[src/gcdl_pkg.sv]
package gcdl_pkg;

  localparam int OPERAND_WIDTH = 32;
  localparam int CountWidth    = $clog2(OPERAND_WIDTH);
  localparam int InWidth       = 32;
  localparam int GcdOutWidth   = 32;
  localparam int LcmOutWidth   = 64;

  typedef enum logic [2:0] {
    ST_IDLE,
    ST_GCD,
    ST_DIV,
    ST_MUL,
    ST_DONE
  } gcdl_state_t;

endpackage

[src/gcdl_in_if.sv]
interface gcdl_in_if;
  logic                          valid;
  logic                          ready;
  logic [gcdl_pkg::InWidth-1:0]  first_operand;
  logic [gcdl_pkg::InWidth-1:0]  second_operand;

  modport source (output valid, output first_operand, output second_operand, input ready);
  modport sink (input valid, input first_operand, input second_operand, output ready);
endinterface

[src/gcdl_out_if.sv]
interface gcdl_out_if;
  logic                             valid;
  logic                             ready;
  logic [gcdl_pkg::GcdOutWidth-1:0] divisor_result;
  logic [gcdl_pkg::LcmOutWidth-1:0] multiple_result;
  logic                             zero_operand_error;

  modport source (output valid, output divisor_result, output multiple_result,
                  output zero_operand_error, input ready);
  modport sink (input valid, input divisor_result, input multiple_result,
                input zero_operand_error, output ready);
endinterface

[src/gcdl_sub.sv]
module gcdl_sub (
  input  logic [gcdl_pkg::OPERAND_WIDTH:0] x,
  input  logic [gcdl_pkg::OPERAND_WIDTH:0] y,
  output logic [gcdl_pkg::OPERAND_WIDTH:0] diff,
  output logic                             borrow
);
  logic [gcdl_pkg::OPERAND_WIDTH+1:0] wide;

  assign wide   = {1'b0, x} - {1'b0, y};
  assign diff   = wide[gcdl_pkg::OPERAND_WIDTH:0];
  assign borrow = wide[gcdl_pkg::OPERAND_WIDTH+1];
endmodule

[src/gcdl_mul.sv]
module gcdl_mul (
  input  logic                                 clk,
  input  logic                                 load,
  input  logic [gcdl_pkg::OPERAND_WIDTH-1:0]   a,
  input  logic [gcdl_pkg::OPERAND_WIDTH-1:0]   b,
  output logic [2*gcdl_pkg::OPERAND_WIDTH-1:0] p
);
  always_ff @(posedge clk) begin
    if (load) begin
      p <= {{gcdl_pkg::OPERAND_WIDTH{1'b0}}, a} * {{gcdl_pkg::OPERAND_WIDTH{1'b0}}, b};
    end
  end
endmodule

[src/gcd_and_lcm.sv]
// Greatest common divisor and least common multiple of two unsigned operands, masked to
// OPERAND_WIDTH bits. One item at a time: operands.ready is high only while idle. The gcd
// comes from a binary shift/subtract loop, then first/gcd runs as a restoring division on
// the same subtractor, then a registered multiply by the second operand; the result is
// then offered in ST_DONE. A zero operand gives zero_operand_error with both results 0
// on the cycle after acceptance.
module gcd_and_lcm (
  input  logic       clk,
  input  logic       rst,
  gcdl_in_if.sink    operands,
  gcdl_out_if.source results
);
  localparam int W = gcdl_pkg::OPERAND_WIDTH;

  gcdl_pkg::gcdl_state_t state, state_next;

  logic [W-1:0] op_a, op_b;
  logic [W-1:0] x, y, g, quot, rem;
  logic [gcdl_pkg::CountWidth-1:0] k, cnt;
  logic         err;

  logic [W:0]   sub_x, sub_y, diff;
  logic         borrow;
  logic [2*W-1:0] prod;
  logic         gcd_done, div_last;
  logic [W-1:0] a_in, b_in;

  assign a_in = operands.first_operand[W-1:0];
  assign b_in = operands.second_operand[W-1:0];

  always_comb begin
    if (state == gcdl_pkg::ST_DIV) begin
      sub_x = {rem, quot[W-1]};
      sub_y = {1'b0, g};
    end else begin
      sub_x = {1'b0, x};
      sub_y = {1'b0, y};
    end
  end

  gcdl_sub u_sub (
    .x      (sub_x),
    .y      (sub_y),
    .diff   (diff),
    .borrow (borrow)
  );

  gcdl_mul u_mul (
    .clk  (clk),
    .load (state == gcdl_pkg::ST_MUL),
    .a    (quot),
    .b    (op_b),
    .p    (prod)
  );

  assign gcd_done = !borrow && (diff == '0);
  assign div_last = (cnt == gcdl_pkg::CountWidth'(W - 1));

  always_ff @(posedge clk) begin
    if (rst) begin
      state <= gcdl_pkg::ST_IDLE;
    end else begin
      state <= state_next;
    end
  end

  always_comb begin
    state_next = state;
    case (state)
      gcdl_pkg::ST_IDLE: begin
        if (operands.valid) begin
          if (a_in == '0 || b_in == '0) begin
            state_next = gcdl_pkg::ST_DONE;
          end else begin
            state_next = gcdl_pkg::ST_GCD;
          end
        end
      end
      gcdl_pkg::ST_GCD: begin
        if (gcd_done) begin
          state_next = gcdl_pkg::ST_DIV;
        end
      end
      gcdl_pkg::ST_DIV: begin
        if (div_last) begin
          state_next = gcdl_pkg::ST_MUL;
        end
      end
      gcdl_pkg::ST_MUL: state_next = gcdl_pkg::ST_DONE;
      gcdl_pkg::ST_DONE: begin
        if (results.ready) begin
          state_next = gcdl_pkg::ST_IDLE;
        end
      end
      default: state_next = gcdl_pkg::ST_IDLE;
    endcase
  end

  always_ff @(posedge clk) begin
    case (state)
      gcdl_pkg::ST_IDLE: begin
        if (operands.valid) begin
          op_a <= a_in;
          op_b <= b_in;
          x    <= a_in;
          y    <= b_in;
          k    <= '0;
          err  <= (a_in == '0 || b_in == '0);
        end
      end
      gcdl_pkg::ST_GCD: begin
        if (gcd_done) begin
          g    <= x << k;
          rem  <= '0;
          quot <= op_a;
          cnt  <= '0;
        end else if (!x[0] && !y[0]) begin
          x <= x >> 1;
          y <= y >> 1;
          k <= k + 1'b1;
        end else if (!x[0]) begin
          x <= x >> 1;
        end else if (!y[0]) begin
          y <= y >> 1;
        end else if (borrow) begin
          x <= y;
          y <= x;
        end else begin
          x <= diff[W:1];
        end
      end
      gcdl_pkg::ST_DIV: begin
        quot <= {quot[W-2:0], !borrow};
        rem  <= borrow ? sub_x[W-1:0] : diff[W-1:0];
        cnt  <= cnt + 1'b1;
      end
      default: begin
      end
    endcase
  end

  assign operands.ready             = (state == gcdl_pkg::ST_IDLE);
  assign results.valid              = (state == gcdl_pkg::ST_DONE);
  assign results.zero_operand_error = err;
  assign results.divisor_result     = err ? '0 : gcdl_pkg::GcdOutWidth'(g);
  assign results.multiple_result    = err ? '0 : gcdl_pkg::LcmOutWidth'(prod);

  a_one_item: assert property (@(posedge clk) disable iff (rst)
    results.valid |-> !operands.ready)
    else $error("input taken while a result is pending");

  a_accept_busy: assert property (@(posedge clk) disable iff (rst)
    operands.valid && operands.ready |=> !operands.ready)
    else $error("ready still high after accept");

  a_err_zero: assert property (@(posedge clk) disable iff (rst)
    results.valid && results.zero_operand_error |->
      results.divisor_result == '0 && results.multiple_result == '0)
    else $error("error result carries nonzero fields");

  a_gcd_nonzero: assert property (@(posedge clk) disable iff (rst)
    results.valid && !results.zero_operand_error |-> results.divisor_result != '0)
    else $error("zero gcd without error");

  a_div_by_g: assert property (@(posedge clk) disable iff (rst)
    state == gcdl_pkg::ST_DIV |-> g != '0)
    else $error("division by zero gcd");
endmodule
[src/flat_wrapper.sv]
// flat-port wrapper written by rule: the top's interface ports become plain ports
module gcd_and_lcm_flat 
  (clk, rst, operands_valid, operands_first_operand, operands_second_operand, operands_ready, results_valid, results_divisor_result, results_multiple_result, results_zero_operand_error, results_ready);
  gcdl_in_if operands_i ();
  gcdl_out_if results_i ();
  input  logic clk;
  input  logic rst;
  input wire logic [$bits(operands_i.valid)-1:0] operands_valid;
  input wire logic [$bits(operands_i.first_operand)-1:0] operands_first_operand;
  input wire logic [$bits(operands_i.second_operand)-1:0] operands_second_operand;
  output wire logic [$bits(operands_i.ready)-1:0] operands_ready;
  output wire logic [$bits(results_i.valid)-1:0] results_valid;
  output wire logic [$bits(results_i.divisor_result)-1:0] results_divisor_result;
  output wire logic [$bits(results_i.multiple_result)-1:0] results_multiple_result;
  output wire logic [$bits(results_i.zero_operand_error)-1:0] results_zero_operand_error;
  input wire logic [$bits(results_i.ready)-1:0] results_ready;
  assign operands_i.valid = operands_valid;
  assign operands_i.first_operand = operands_first_operand;
  assign operands_i.second_operand = operands_second_operand;
  assign operands_ready = operands_i.ready;
  assign results_valid = results_i.valid;
  assign results_divisor_result = results_i.divisor_result;
  assign results_multiple_result = results_i.multiple_result;
  assign results_zero_operand_error = results_i.zero_operand_error;
  assign results_i.ready = results_ready;
  gcd_and_lcm u_core (.clk(clk), .rst(rst), .operands(operands_i), .results(results_i));
endmodule
[config.mk]
export PLATFORM = sky130hd
export DESIGN_NAME = gcd_and_lcm_flat
export DESIGN_NICKNAME = d
export VERILOG_FILES = /design/src/gcdl_pkg.sv /design/src/gcdl_in_if.sv /design/src/gcdl_out_if.sv /design/src/gcdl_sub.sv /design/src/gcdl_mul.sv /design/src/gcd_and_lcm.sv /design/src/flat_wrapper.sv
export SDC_FILE = /design/constraint.sdc
export NUM_CORES = 2
export LEC_CHECK = 0
export ABC_AREA = 1
export BUFFER_PORTS_ARGS = -buffer_cell sky130_fd_sc_hd__clkbuf_2
export CORE_UTILIZATION = 40
export DETAILED_ROUTE_END_ITERATION = 7
export PLACE_DENSITY = 0.69
export SYNTH_ARGS = -nofsm -noshare
export SYNTH_HDL_FRONTEND = slang
export SYNTH_HIERARCHICAL = 1
export SYNTH_SLANG_ARGS = --single-unit
export TNS_END_PERCENT = 1
[constraint.sdc]
create_clock -name clk -period 6.7 [get_ports clk]
set_clock_uncertainty 0.15 [all_clocks]
set_input_delay 1.005 -clock clk [delete_from_list [all_inputs] [get_ports clk]]
set_output_delay 1.005 -clock clk [all_outputs]
set_load 0.005 [all_outputs]
==> impl_metrics.tcl <==
set metrics [dict create \
    setup_viol_count_final 34 \
    synth_area_leaders "fa_1 33%, edfxtp_1 17%, nand2_1 15%" \
    initial_core_util_pct 40.4 \
    fin_ws_ns -0.141 \
    grt_pass1_vias 47300 \
    gr-usage-met3_pct 2.49 \
    synth_enable_flop_cells 299 \
    top_usage_layer "met2" \
    final_max_slew_viol_count 0 \
    avgSynthCellArea_um2 7.47 \
    core-area_um2 134000 \
    grt_use_met2_pct 45.3 \
    layout.nets 8796 \
    synth_commonest_cells "2230 x nand2_1, 2109 x inv_1, 897 x fa_1" \
    worst_hold_path_type "reg2reg" \
    tightestPinTransition_ns 1.26 \
    grt_max_degree 132 \
    ios 167 \
    gp_congestion 0.968 \
    synth_ff_type "edfxtp_1" \
    grtUsageMet1_pct 31.8 \
    dieHeight_um 369 \
    synth_fp_nets 8493 \
    viasPerCell 4.95 \
    antenna_found_initial 3 \
    hold_buffers 0 \
    io_buffers 166 \
    start_kind "flip-flop" \
    wl_per_cell_um 18.9 \
    clock_latency_ns 0.62 \
    outcome "complete, but fails checks" \
    clk_pin_slew_ns 0.06 \
    ys_seq_area_share_pct 16.7 \
    grtUsageTotal_pct 26.0 \
    setup_tns_ns -1.94 \
    num_vias 46200 \
    slew_headroom_pct 15.5 \
    synth_top_area_share_pct 33.2 \
    syn_inst 7229 \
    cts_buffers 41 \
    critical_path_required_ns 6.92 \
    cts_tree "yes" \
    fin_crit_sh_pct 102 \
    drc 8 \
    crit_type "reg2reg" \
    cts-root-buf "clkbuf_16" \
    initialDrtViolationCount 3916 \
    crit_fanout 12 \
    die_area_um2 137000 \
    violations "design-rule violations, negative setup slack" \
    syn-cell-area_um2 54000 \
    gr-total-overflow 0 \
    grt_pass1_wl_um 271000 \
    critPathCaptureType "flip-flop" \
    cts_max_level 2 \
    syn_to_final_growth_pct 14.3 \
    fp-row-count 134 \
    pre_cts_slack_ns -0.426 \
    rsz0062_at_grt "yes" \
    fin_crit_ns 6.84 \
    drt_wl_total_um 176000 \
    hold_viol 0 \
    synth_async_sr_flop_share_pct 0 \
    ys_ff_latch 302 \
    cts_max_path_buffers 3 \
    fp.dieW_um 369 \
    yosysWarnings 6 \
    hpwl_um 147000 \
    max_freq_ghz 0.146 \
    yosysMostFrequentCell "nand2_1" \
    synth_top_area_cell "fa_1" \
    drv_cap 0 \
    drive_gt1_share_pct 11.1 \
    cts_sinks 302 \
    cp.arrival_ns 7.06 \
    drtPass1Iterations 8 \
    synth.distinct_cells 49 \
    postRouteAntennaNets 0 \
]
-- per-layer routing --
metal  routed length, um  up-vias  share of wire [%]
met5                  16        -             0.0091
met4               10100        2                5.7
met3               10100      411                5.7
met2               87900     1788                 50
met1               68300    22600                 39
li1                    -    21400                  -
-- layout make-up --
class                           count  area, um2
Antenna cell                        1       2.50
Clock buffer                       55       1140
Clock inverter                     21        233
Fill cell                       13100      72000
Inverter                         2121       7960
Multi-Input combinational cell   4512      36500
Sequential cell                   302       9040
Tap cell                         1768       2210
Timing Repair Buffer              554       4640
-- cells by family (layout without fill, tap and decap cells) --
group / count (synthesis) / in the layout / synth area share (%)
AND/OR/NAND/NOR: 2894 / 2894 / 21.4
AO/OA/AOI/OAI: 366 / 366 / 3.84
adder cells (fa/ha/maj): 1196 / 1196 / 40.2
flip-flops: 302 / 302 / 16.7
buffers and inverters: 2415 / 2751 / 17.0
other: 1 / 2 / 0.00694
multiplexers: 4 / 4 / 0.0741
XOR/XNOR: 51 / 51 / 0.827
-- cells in the final DEF, fill, tap and decap left out, types with 23 or more instances in the layout --
cell and instances:
nand2_1 2197, inv_1 2104, fa_1 882, buf_4 312, edfxtp_1 299, nor2_1 297, ha_1 267, nand3_1 215
o21ai_0 171, clkbuf_2 166, a21oi_1 70, buf_12 68, nand2_2 55, clkbuf_16 44, xor2_1 44, o211ai_1 38
nor2_2 34, nand4_1 23, ha_4 23
-- critical path, stage by stage, from the launching register on --
cell,delay (ns)
edfxtp_1,0.39
buf_6,0.16
clkbuf_16,0.19
nand2_1,0.08
inv_1,0.05
fa_1,0.53
fa_1,0.45
fa_1,0.52
inv_1,0.05
fa_1,0.47
inv_1,0.05
fa_1,0.53
fa_1,0.45
fa_2,0.54
fa_1,0.61
ha_4,0.24
nand2_1,0.07
nand2_1,0.08
inv_1,0.07
nand2_1,0.08
a21oi_1,0.19
buf_4,0.14
nand3_2,0.15
nand2_1,0.15
nand3_1,0.08
nand2_1,0.06
nand2_1,0.04
-- repair_timing --
item,4_1_cts,5_1_grt
setup buffers,2,6
endpoints found under the setup margin,43,49
gates resized for setup,88,74
pin swaps,17,33
cloned,0,1
hold endpoints to repair,0,0
-- state kept, by name (all words and copies together), names as in the netlist --
name and count:
u_core/u_mul/p 64, u_core/g 32, u_core/op_a 32, u_core/op_b 32
u_core/quot 32, u_core/rem 32, u_core/x 32, u_core/y 32
u_core/cnt 5, u_core/k 5, u_core/state 3, u_core/results.zero_operand_error 1
-- metrics by stage --
step	hold WS, ns	cell area (um2)	util [%]	instances
2_1_floorplan	0.337	54000	-	7229
3_3_place_gp	0.349	59600	44.6	9248
3_5_place_dp	0.349	59600	44.6	9248
4_1_cts	0.364	61400	45.9	9326
5_1_grt	0.389	61800	46.2	9333
6_report	0.366	61800	46.2	9334
-- path summary, 6_finish.rpt --
kind / start / endpoint / slack (ns) / cells after the start
max: u_core/quot[16] / u_core/u_mul/p[59] / -0.14 / 26
min: u_core/op_a[15] / u_core/quot[15] / 0.37 / 2
max reg2reg: u_core/quot[16] / u_core/u_mul/p[59] / -0.14 / 26
min reg2reg: u_core/op_a[15] / u_core/quot[15] / 0.37 / 2
Power is left out: the tool's default activity adds up to more than one toggle a clock period on the data nets, which glitch-free logic cannot reach.
